[src/rtl/lpe_pkg.sv]
// ---------------------------------------------------------------------------
// lpe_pkg
// shared types, constants and the sensor weight table of the line position
// estimator
// ---------------------------------------------------------------------------
`timescale 1ns / 1ps
`default_nettype none

package lpe_pkg;

	localparam int NumSensors = 8;
	localparam int SampleW    = 10;
	localparam int IdxW       = 3;
	localparam int WsumW      = 23;   // |sum| <= 350 * 8 * 1023
	localparam int SsumW      = 13;   // sum <= 8 * 1023
	localparam int MagW       = 22;
	localparam int QuotW      = 9;    // quotient magnitude <= 350
	localparam int PosW       = 10;

	localparam logic signed [11:0] Hyst    = 12'sd12;
	localparam logic [7:0]         AllOn   = 8'hFF;
	localparam logic [7:0]         DeadEnd = 8'h3C;

	typedef logic [NumSensors-1:0][SampleW-1:0] sample_vec_t;

	typedef enum logic [1:0] {
		SCAN_VALID    = 2'd0,
		SCAN_ALL_ON   = 2'd1,
		SCAN_NONE     = 2'd2,
		SCAN_DEAD_END = 2'd3
	} scan_status_t;

	typedef enum logic [1:0] {
		ST_IDLE,
		ST_SCAN,
		ST_DIV,
		ST_OUT
	} lpe_state_t;

	typedef struct packed {
		logic busy;
		logic done;
	} unit_stat_t;

	function automatic logic signed [9:0] sensor_weight(input logic [IdxW-1:0] idx);
		logic signed [9:0] w;
		case (idx)
			3'd0:    w = -10'sd350;
			3'd1:    w = -10'sd250;
			3'd2:    w = -10'sd150;
			3'd3:    w = -10'sd50;
			3'd4:    w = 10'sd50;
			3'd5:    w = 10'sd150;
			3'd6:    w = 10'sd250;
			3'd7:    w = 10'sd350;
			default: w = 10'sd0;
		endcase
		return w;
	endfunction

endpackage

`default_nettype wire

[src/rtl/lpe_scan_acc.sv]
// ---------------------------------------------------------------------------
// lpe_scan_acc
// walks the eight sensors one per cycle through one compare and
// multiply-accumulate unit
// ---------------------------------------------------------------------------
`timescale 1ns / 1ps
`default_nettype none

module lpe_scan_acc (
	input  wire logic                              clk,
	input  wire logic                              arst_n,
	input  wire logic                              start,
	input  wire lpe_pkg::sample_vec_t              samples,
	input  wire lpe_pkg::sample_vec_t              thresholds,
	input  wire logic [lpe_pkg::NumSensors-1:0]    prev_mask,
	input  wire logic                              white,
	output lpe_pkg::unit_stat_t                    stat,
	output logic [lpe_pkg::NumSensors-1:0]         mask,
	output logic signed [lpe_pkg::WsumW-1:0]       wsum,
	output logic [lpe_pkg::SsumW-1:0]              ssum
);
	import lpe_pkg::*;

	logic                      running_q;
	logic                      done_q;
	logic [IdxW-1:0]           idx_q;
	logic [NumSensors-1:0]     mask_q;
	logic signed [WsumW-1:0]   wsum_q;
	logic [SsumW-1:0]          ssum_q;

	logic signed [11:0]        val_s;
	logic signed [11:0]        thr_s;
	logic signed [11:0]        edge_lvl;
	logic signed [11:0]        diff;
	logic                      is_on;
	logic [SampleW-1:0]        strength;
	logic signed [20:0]        prod;

	always_comb begin
		val_s    = $signed({2'b00, samples[idx_q]});
		thr_s    = $signed({2'b00, thresholds[idx_q]});
		// lower edge when dark and was on, or white and was off
		edge_lvl = (white ^ prev_mask[idx_q]) ? (thr_s - Hyst) : (thr_s + Hyst);
		is_on    = white ? (val_s < edge_lvl) : (val_s > edge_lvl);
		diff     = white ? (thr_s - val_s) : (val_s - thr_s);
		strength = (diff < 12'sd1) ? 10'd1 : diff[SampleW-1:0];
		prod     = sensor_weight(idx_q) * $signed({1'b0, strength});
	end

	always_ff @(posedge clk or negedge arst_n) begin
		if (!arst_n) begin
			running_q <= 1'b0;
			done_q    <= 1'b0;
			idx_q     <= '0;
		end else begin
			done_q <= 1'b0;
			if (start) begin
				running_q <= 1'b1;
				idx_q     <= '0;
			end else if (running_q) begin
				idx_q <= idx_q + 1'b1;
				if (idx_q == IdxW'(NumSensors - 1)) begin
					running_q <= 1'b0;
					done_q    <= 1'b1;
				end
			end
		end
	end

	always_ff @(posedge clk) begin
		if (start) begin
			mask_q <= '0;
			wsum_q <= '0;
			ssum_q <= '0;
		end else if (running_q && is_on) begin
			mask_q[idx_q] <= 1'b1;
			wsum_q        <= wsum_q + WsumW'(prod);
			ssum_q        <= ssum_q + SsumW'(strength);
		end
	end

	assign stat.busy = running_q;
	assign stat.done = done_q;
	assign mask      = mask_q;
	assign wsum      = wsum_q;
	assign ssum      = ssum_q;

endmodule

`default_nettype wire

[src/rtl/lpe_serial_div.sv]
// ---------------------------------------------------------------------------
// lpe_serial_div
// restoring divider, one quotient bit per cycle, sign applied at the end
// ---------------------------------------------------------------------------
`timescale 1ns / 1ps
`default_nettype none

module lpe_serial_div (
	input  wire logic                          clk,
	input  wire logic                          arst_n,
	input  wire logic                          start,
	input  wire logic [lpe_pkg::MagW-1:0]      dividend,
	input  wire logic [lpe_pkg::SsumW-1:0]     divisor,
	input  wire logic                          negate,
	output lpe_pkg::unit_stat_t                stat,
	output logic [lpe_pkg::PosW-1:0]           quotient
);
	import lpe_pkg::*;

	localparam int DshW = SsumW + QuotW - 1;

	logic                busy_q;
	logic                done_q;
	logic [3:0]          cnt_q;
	logic [MagW-1:0]     rem_q;
	logic [DshW-1:0]     dsh_q;
	logic [QuotW-1:0]    q_q;
	logic                neg_q;

	logic                ge;
	logic [PosW-1:0]     q_ext;

	assign ge    = rem_q >= {1'b0, dsh_q};
	assign q_ext = {1'b0, q_q};

	always_ff @(posedge clk or negedge arst_n) begin
		if (!arst_n) begin
			busy_q <= 1'b0;
			done_q <= 1'b0;
			cnt_q  <= '0;
		end else begin
			done_q <= 1'b0;
			if (start) begin
				busy_q <= 1'b1;
				cnt_q  <= 4'(QuotW - 1);
			end else if (busy_q) begin
				cnt_q <= cnt_q - 1'b1;
				if (cnt_q == '0) begin
					busy_q <= 1'b0;
					done_q <= 1'b1;
				end
			end
		end
	end

	always_ff @(posedge clk) begin
		if (start) begin
			rem_q <= dividend;
			dsh_q <= {divisor, (QuotW - 1)'(0)};
			q_q   <= '0;
			neg_q <= negate;
		end else if (busy_q) begin
			if (ge) begin
				rem_q <= rem_q - {1'b0, dsh_q};
			end
			q_q   <= {q_q[QuotW-2:0], ge};
			dsh_q <= dsh_q >> 1;
		end
	end

	assign quotient  = neg_q ? (PosW'(0) - q_ext) : q_ext;
	assign stat.busy = busy_q;
	assign stat.done = done_q;

endmodule

`default_nettype wire

[src/rtl/line_position_estimator_unit.sv]
// sequence: an accepted request runs the eight-step sensor walk; when the centroid
// is divided out the nine-step serial divider follows, else (all on, none on,
// dead-end) the result is presented on m_tvalid directly; a new scan request
// is accepted only after the previous result has been taken with m_tready
// reset: arst_n clears the fsm, the hysteresis history and loads all thresholds
// with 512; result payload registers are not reset
// ---------------------------------------------------------------------------
// line_position_estimator_unit
// eight-sensor line position estimator: schmitt-trigger compare per sensor,
// strength-weighted centroid of the sensor positions, status of the scan
// ---------------------------------------------------------------------------
`timescale 1ns / 1ps
`default_nettype none

module line_position_estimator_unit (
	input  wire logic        clk,
	input  wire logic        arst_n,
	// scan request
	input  wire logic        s_tvalid,
	output logic             s_tready,
	input  wire logic [79:0] s_tdata,   // sample_0 [9:0] .. sample_7 [79:70]
	input  wire logic [1:0]  s_tuser,   // white_line_mode [0], clear_history [1]
	// result
	output logic             m_tvalid,
	input  wire logic        m_tready,
	output logic [23:0]      m_tdata,   // line_position [9:0], on_mask [17:10], zero [23:18]
	output logic [1:0]       m_tuser,   // scan_status [1:0]
	// threshold writes
	input  wire logic        cfg_valid,
	output logic             cfg_ready,
	input  wire logic [3:0]  cfg_index,
	input  wire logic [9:0]  cfg_data
);
	import lpe_pkg::*;

	// control state
	lpe_state_t            state_q;
	lpe_state_t            state_d;
	logic [NumSensors-1:0] hist_q;

	// thresholds and the captured scan request
	sample_vec_t           thr_q;
	sample_vec_t           samples_q;
	logic                  white_q;
	logic [NumSensors-1:0] prev_q;

	// result registers
	scan_status_t          status_q;
	logic [PosW-1:0]       pos_q;
	logic [NumSensors-1:0] mask_out_q;

	// unit connections
	logic                  in_fire;
	logic                  acc_start;
	logic                  div_start;
	unit_stat_t            acc_stat;
	unit_stat_t            div_stat;
	logic [NumSensors-1:0] acc_mask;
	logic signed [WsumW-1:0] acc_wsum;
	logic [SsumW-1:0]      acc_ssum;
	logic [WsumW-1:0]      wsum_abs;
	logic [PosW-1:0]       div_quot;
	scan_status_t          scan_st;

	assign cfg_ready = 1'b1;
	assign in_fire   = s_tvalid && s_tready;

	// threshold registers, indexes past the last sensor are dropped
	always_ff @(posedge clk or negedge arst_n) begin
		if (!arst_n) begin
			for (int i = 0; i < NumSensors; i++) begin
				thr_q[i] <= 10'd512;
			end
		end else if (cfg_valid && cfg_ready && (cfg_index[3] == 1'b0)) begin
			thr_q[cfg_index[IdxW-1:0]] <= cfg_data;
		end
	end

	// capture the scan; clear_history masks the old on pattern for this scan only
	always_ff @(posedge clk) begin
		if (in_fire) begin
			samples_q <= s_tdata;
			white_q   <= s_tuser[0];
			prev_q    <= s_tuser[1] ? '0 : hist_q;
		end
	end

	// sensor walk: compare, clamp strength, weight and accumulate
	lpe_scan_acc u_acc (
		.clk        (clk),
		.arst_n     (arst_n),
		.start      (acc_start),
		.samples    (samples_q),
		.thresholds (thr_q),
		.prev_mask  (prev_q),
		.white      (white_q),
		.stat       (acc_stat),
		.mask       (acc_mask),
		.wsum       (acc_wsum),
		.ssum       (acc_ssum)
	);

	// status priority: all on, then none on, then dead-end
	always_comb begin
		if (acc_mask == AllOn) begin
			scan_st = SCAN_ALL_ON;
		end else if (acc_mask == '0) begin
			scan_st = SCAN_NONE;
		end else if (acc_mask == DeadEnd) begin
			scan_st = SCAN_DEAD_END;
		end else begin
			scan_st = SCAN_VALID;
		end
	end

	// divide magnitudes, the divider restores the sign (truncation toward zero)
	assign wsum_abs = acc_wsum[WsumW-1] ? (WsumW'(0) - acc_wsum) : acc_wsum;

	lpe_serial_div u_div (
		.clk      (clk),
		.arst_n   (arst_n),
		.start    (div_start),
		.dividend (wsum_abs[MagW-1:0]),
		.divisor  (acc_ssum),
		.negate   (acc_wsum[WsumW-1]),
		.stat     (div_stat),
		.quotient (div_quot)
	);

	// sequencer next state
	always_comb begin
		state_d = state_q;
		case (state_q)
			ST_IDLE: begin
				if (s_tvalid) state_d = ST_SCAN;
			end
			ST_SCAN: begin
				if (acc_stat.done) state_d = (scan_st == SCAN_VALID) ? ST_DIV : ST_OUT;
			end
			ST_DIV: begin
				if (div_stat.done) state_d = ST_OUT;
			end
			ST_OUT: begin
				if (m_tready) state_d = ST_IDLE;
			end
			default: state_d = ST_IDLE;
		endcase
	end

	// sequencer outputs
	always_comb begin
		s_tready  = (state_q == ST_IDLE);
		m_tvalid  = (state_q == ST_OUT);
		acc_start = s_tvalid && (state_q == ST_IDLE);
		div_start = (state_q == ST_SCAN) && acc_stat.done && (scan_st == SCAN_VALID);
	end

	always_ff @(posedge clk or negedge arst_n) begin
		if (!arst_n) begin
			state_q <= ST_IDLE;
			hist_q  <= '0;
		end else begin
			state_q <= state_d;
			// history follows every scan, valid or not
			if ((state_q == ST_SCAN) && acc_stat.done) begin
				hist_q <= acc_mask;
			end
		end
	end

	// result registers, position stays zero unless the divider ran
	always_ff @(posedge clk) begin
		if ((state_q == ST_SCAN) && acc_stat.done) begin
			status_q   <= scan_st;
			mask_out_q <= acc_mask;
			pos_q      <= '0;
		end else if ((state_q == ST_DIV) && div_stat.done) begin
			pos_q <= div_quot;
		end
	end

	assign m_tdata = {6'b0, mask_out_q, pos_q};
	assign m_tuser = status_q;

	// a scan never overlaps a pending result
	a_no_overlap: assert property (@(posedge clk) disable iff (!arst_n)
		!(s_tready && m_tvalid))
		else $error("request taken while result pending");

	// the accumulator only runs inside the scan phase
	a_acc_in_scan: assert property (@(posedge clk) disable iff (!arst_n)
		acc_stat.busy |-> (state_q == ST_SCAN))
		else $error("accumulator busy outside scan phase");

	// the divider only runs inside the divide phase
	a_div_in_div: assert property (@(posedge clk) disable iff (!arst_n)
		div_stat.busy |-> (state_q == ST_DIV))
		else $error("divider busy outside divide phase");

	// any non-valid status carries a zero position
	a_pos_zero: assert property (@(posedge clk) disable iff (!arst_n)
		(m_tvalid && (status_q != SCAN_VALID)) |-> (pos_q == '0))
		else $error("nonzero position with invalid status");

	// all-on status agrees with the reported mask
	a_all_on_mask: assert property (@(posedge clk) disable iff (!arst_n)
		(m_tvalid && (status_q == SCAN_ALL_ON)) |-> (mask_out_q == AllOn))
		else $error("all-on status with partial mask");

endmodule

`default_nettype wire
[config.mk]
export PLATFORM = sky130hd
export DESIGN_NAME = line_position_estimator_unit
export DESIGN_NICKNAME = d
export VERILOG_FILES = /design/src/rtl/lpe_pkg.sv /design/src/rtl/lpe_scan_acc.sv /design/src/rtl/lpe_serial_div.sv /design/src/rtl/line_position_estimator_unit.sv
export SDC_FILE = /design/constraint.sdc
export NUM_CORES = 1
export LEC_CHECK = 0
export ABC_AREA = 0
export ABC_CLOCK_PERIOD_IN_PS = 10000
export BUFFER_PORTS_ARGS = -buffer_cell sky130_fd_sc_hd__buf_2
export CELL_PAD_IN_SITES_DETAIL_PLACEMENT = 0
export CELL_PAD_IN_SITES_GLOBAL_PLACEMENT = 2
export CORE_MARGIN = 8
export CORE_UTILIZATION = 37
export CTS_CLUSTER_DIAMETER = 120
export DETAILED_ROUTE_END_ITERATION = 10
export HOLD_SLACK_MARGIN = 0.08
export PLACE_DENSITY = 0.84
export SYNTH_ARGS = -nofsm -noshare
export SYNTH_HDL_FRONTEND = slang
export SYNTH_SLANG_ARGS = --single-unit
[constraint.sdc]
create_clock -name clk -period 10 [get_ports clk]
set_clock_uncertainty 0.2 [all_clocks]
set_input_delay 3 -clock clk [delete_from_list [all_inputs] [get_ports clk]]
set_output_delay 3 -clock clk [all_outputs]
set_load 0.01 [all_outputs]
==> results.md <==
- Die span in x: 247 um
- Final min period: 9580 ps
- Top FF cell, synth: edfxtp_1
- Hold path depth: 2
- FF+latch area: 8000 um^2
- Synth top area share: 20.6%
- Final #Nets: 2317
- Pins over their slew limit: 0
- Routed vias: 13.8k
- FF-to-FF End: u_acc.wsum[22]
- Count leader, synth: inv_1
- Final estimated routing congestion in global placement: 0.854
- Area taken by multi-input logic gates: 10500 um^2
- Worst slew pin tran: 1200 ps
- Drt pass-1 iters: 7
- Average wire per standard cell: 18.1 um
- Crit. End Element: flip-flop
- Cell taking the most area after synthesis: edfxtp_1
- Syn Area/Cell: 10.4 um^2
- Clock latency on the worst-skew pair: 540 ps
- TritonCTS Buffers: 35
- Final setup fails: 0
- Count of buffers from port buffering: 122
- Buffers from clock root to sink, at most: 3
- Hold Path Sink: pos_q[5]
- Max incr delay on CP: 610 ps
- Largest net degree at the start of global routing: 82
- Post-Route WL: 49200 um
- Clk pin slew, worst setup/hold paths: 60 ps
- FFs w/ async S/R, synth: 33.0%
- Ys Warns: 0
- Mapped cell area: 19700 um^2
- Setup TNS: 0 ps
- Post-synth EDFFs: 135
- CTS sink count: 306
- Htree depth: 2
- Status: complete, no violations
- Worst endpoint required time: 10270 ps
- Yosys cell types: 89
- Antenna violation net count after detailed routing: 0
- Post-synthesis register bit count: 306
- Vias in the first global route: 14.4k
- Top cells by count, synth: inv_1, nand2_1, nor2_1
- Die ar.: 60800 um^2
- Vias per cell: 5.09
- Residual DRC: 0
- Max_cap viols: 0
- Initial DRC count: 644
- Crit path max-delay cell type: dfrtp_4
- CTS tree: built
- Worst hold-check path type: reg -> reg
- IO Pins: 130
- CP max FO: 18
- Reg-to-reg slack, setup: 420 ps
- Initial antenna violation count: 1
- CP dominant cell by count: fa_1
- Fin crit share: 95.8%
- Slew headroom: 19.5%
- Core area: 52600 um^2
- CP arrival: 9850 ps
- Rows: 84
- Congestion Overflow GR: 0
- Hold Path Origin: pos_q[5]
- Die Span Y: 247 um
- Initial core utilization: 37.5%
- Max Freq: 0.104 GHz
- P&R area growth vs syn: 12.2%
- Startpoint types: flip-flop
- Worst r2r src: u_acc.idx_q[2]
- Total track usage: 16.1%
- First-pass GRT wire length: 78900 um
- CP Class: reg -> reg
- Fin. Hold Viols: 0
- Share of post-route cells with drive strength above 1: 16.6%
- Ant diodes: 0
- Synth Instances: 1888
- Hold buffer count at cts: 0
- Synth top area cells: edfxtp_1, dfrtp_1, ha_1
- Root Buffer: clkbuf_16
- Register area share after synthesis: 40.6%
- Dpl hpwl: 37600 um
- FF-to-FF path depth: 33
- Fillers: 5121
==> layer usage <==
| metal | vias to the layer above | share of wire (%) | track usage [%] |
|---|---|---|---|
| li1 | 6734 | - | - |
| met5 | - | 0.024 | 0 |
| met4 | 2 | 1.8 | 3.71 |
| met3 | 57 | 3.7 | 2.79 |
| met1 | 6766 | 45 | 20.8 |
| met2 | 257 | 50 | 27.9 |
==> state kept, by name, indices dropped and copies added, names as in the netlist <==
| register | count |
|---|---|
| u_acc.mask | 8 |
| u_acc.idx_q | 3 |
| u_div.busy_q | 1 |
| samples_q | 80 |
| u_div.neg_q | 1 |
| hist_q | 8 |
| u_div.q_q | 9 |
| u_div.rem_q | 22 |
| white_q | 1 |
| u_acc.ssum | 13 |
| pos_q | 10 |
| u_acc.wsum | 22 |
| mask_out_q | 8 |
| prev_q | 8 |
| u_div.cnt_q | 4 |
| u_div.dsh_q | 21 |
| u_acc.done_q | 1 |
| u_acc.running_q | 1 |
| state_q | 2 |
| m_tuser | 2 |
| thr_q | 80 |
| u_div.done_q | 1 |
==> worst max path at each step <==
stage | cells past startpoint | slack, ps | start | endpoint
floorplan | 38 | 540 | u_acc.idx_q[2] | u_acc.wsum[22]
global placement | 33 | 560 | u_acc.idx_q[2] | u_acc.wsum[22]
detailed placement | 34 | 400 | u_acc.idx_q[0] | u_acc.wsum[22]
CTS | 34 | 390 | u_acc.idx_q[0] | u_acc.wsum[22]
global route | 34 | -20 | u_acc.idx_q[0] | u_acc.wsum[22]
finish | 33 | 420 | u_acc.idx_q[2] | u_acc.wsum[22]
==> through the flow <==
stage	util (%)	cells	setup slack (ps)	hold slack (ps)	area (um^2)
after global placement	40.0	2653	557	243	21000
after floorplan	-	1893	542	238	19700
final	42.0	2717	424	261	22100
after detailed placement	40.0	2653	405	251	21000
after global routing	42.0	2717	-20.1	276	22100
after CTS	42.0	2717	385	262	22100
==> worst max-delay path: cells and delay by family, from the launching register on <==
| family | cells | cell delay, ps |
|---|---|---|
| adders and majority gates | 7 | 3270 |
| and+or+nand+nor | 5 | 1210 |
| buffers and inverters | 6 | 730 |
| xor gates and xnor gates | 2 | 290 |
| DFF | 1 | 610 |
| AOI/OAI and AO/OA | 13 | 3170 |
==> repair_timing <==
action                                  CTS  global route
resized for setup                         0             6
endpoints found under the setup margin    0             3
buffers inserted                          0             0
==> placed cells by master (no fill, tap or decap), types with 7 or more instances in the layout <==
master	instances
and2_1	15
nand3_1	24
buf_4	27
dfstp_2	8
clkbuf_16	35
a21oi_1	76
nand2b_1	14
xor2_1	29
and3_1	10
o21ai_0	69
mux4_2	10
nor2b_1	28
mux2i_1	84
nand2_1	177
clkinv_2	8
xnor2_1	59
conb_1	7
dfrtp_1	90
o31ai_1	11
nand3b_1	7
a31oi_1	14
nor3_1	28
o21a_1	17
edfxtp_1	135
or3_1	12
fa_1	77
a22o_1	7
ha_1	137
a211oi_1	14
or4_1	8
nor2_1	144
a21o_1	16
a22oi_1	10
buf_2	121
inv_1	207
clkbuf_1	13
mux2_2	87
dfxtp_1	70
==> kinds of logic (layout without fill, tap and decap cells) <==
kind of cell / after synthesis / count (layout) / synth area share, %
adders and majority gates: 214 / 214 / 16.5
buffers and inverters: 288 / 424 / 6.18
xor gates and xnor gates: 89 / 89 / 3.96
other: 2 / 7 / 0.0382
AOI/OAI and AO/OA: 303 / 303 / 10.1
DFF: 306 / 306 / 40.6
muxes: 185 / 185 / 10.7
and+or+nand+nor: 501 / 501 / 11.8
==> layout make-up <==
cell class	count	area share, %
clock buffer	51	4.37
clock inverter	13	0.482
inverter	210	3.58
multi-input combinational	1299	47.6
sequential	306	36.2
tap	688	3.90
timing repair buffer	150	3.84
Power is not shown: default switching activity piles up to over one toggle a cycle in this logic, so the estimate is an artifact.
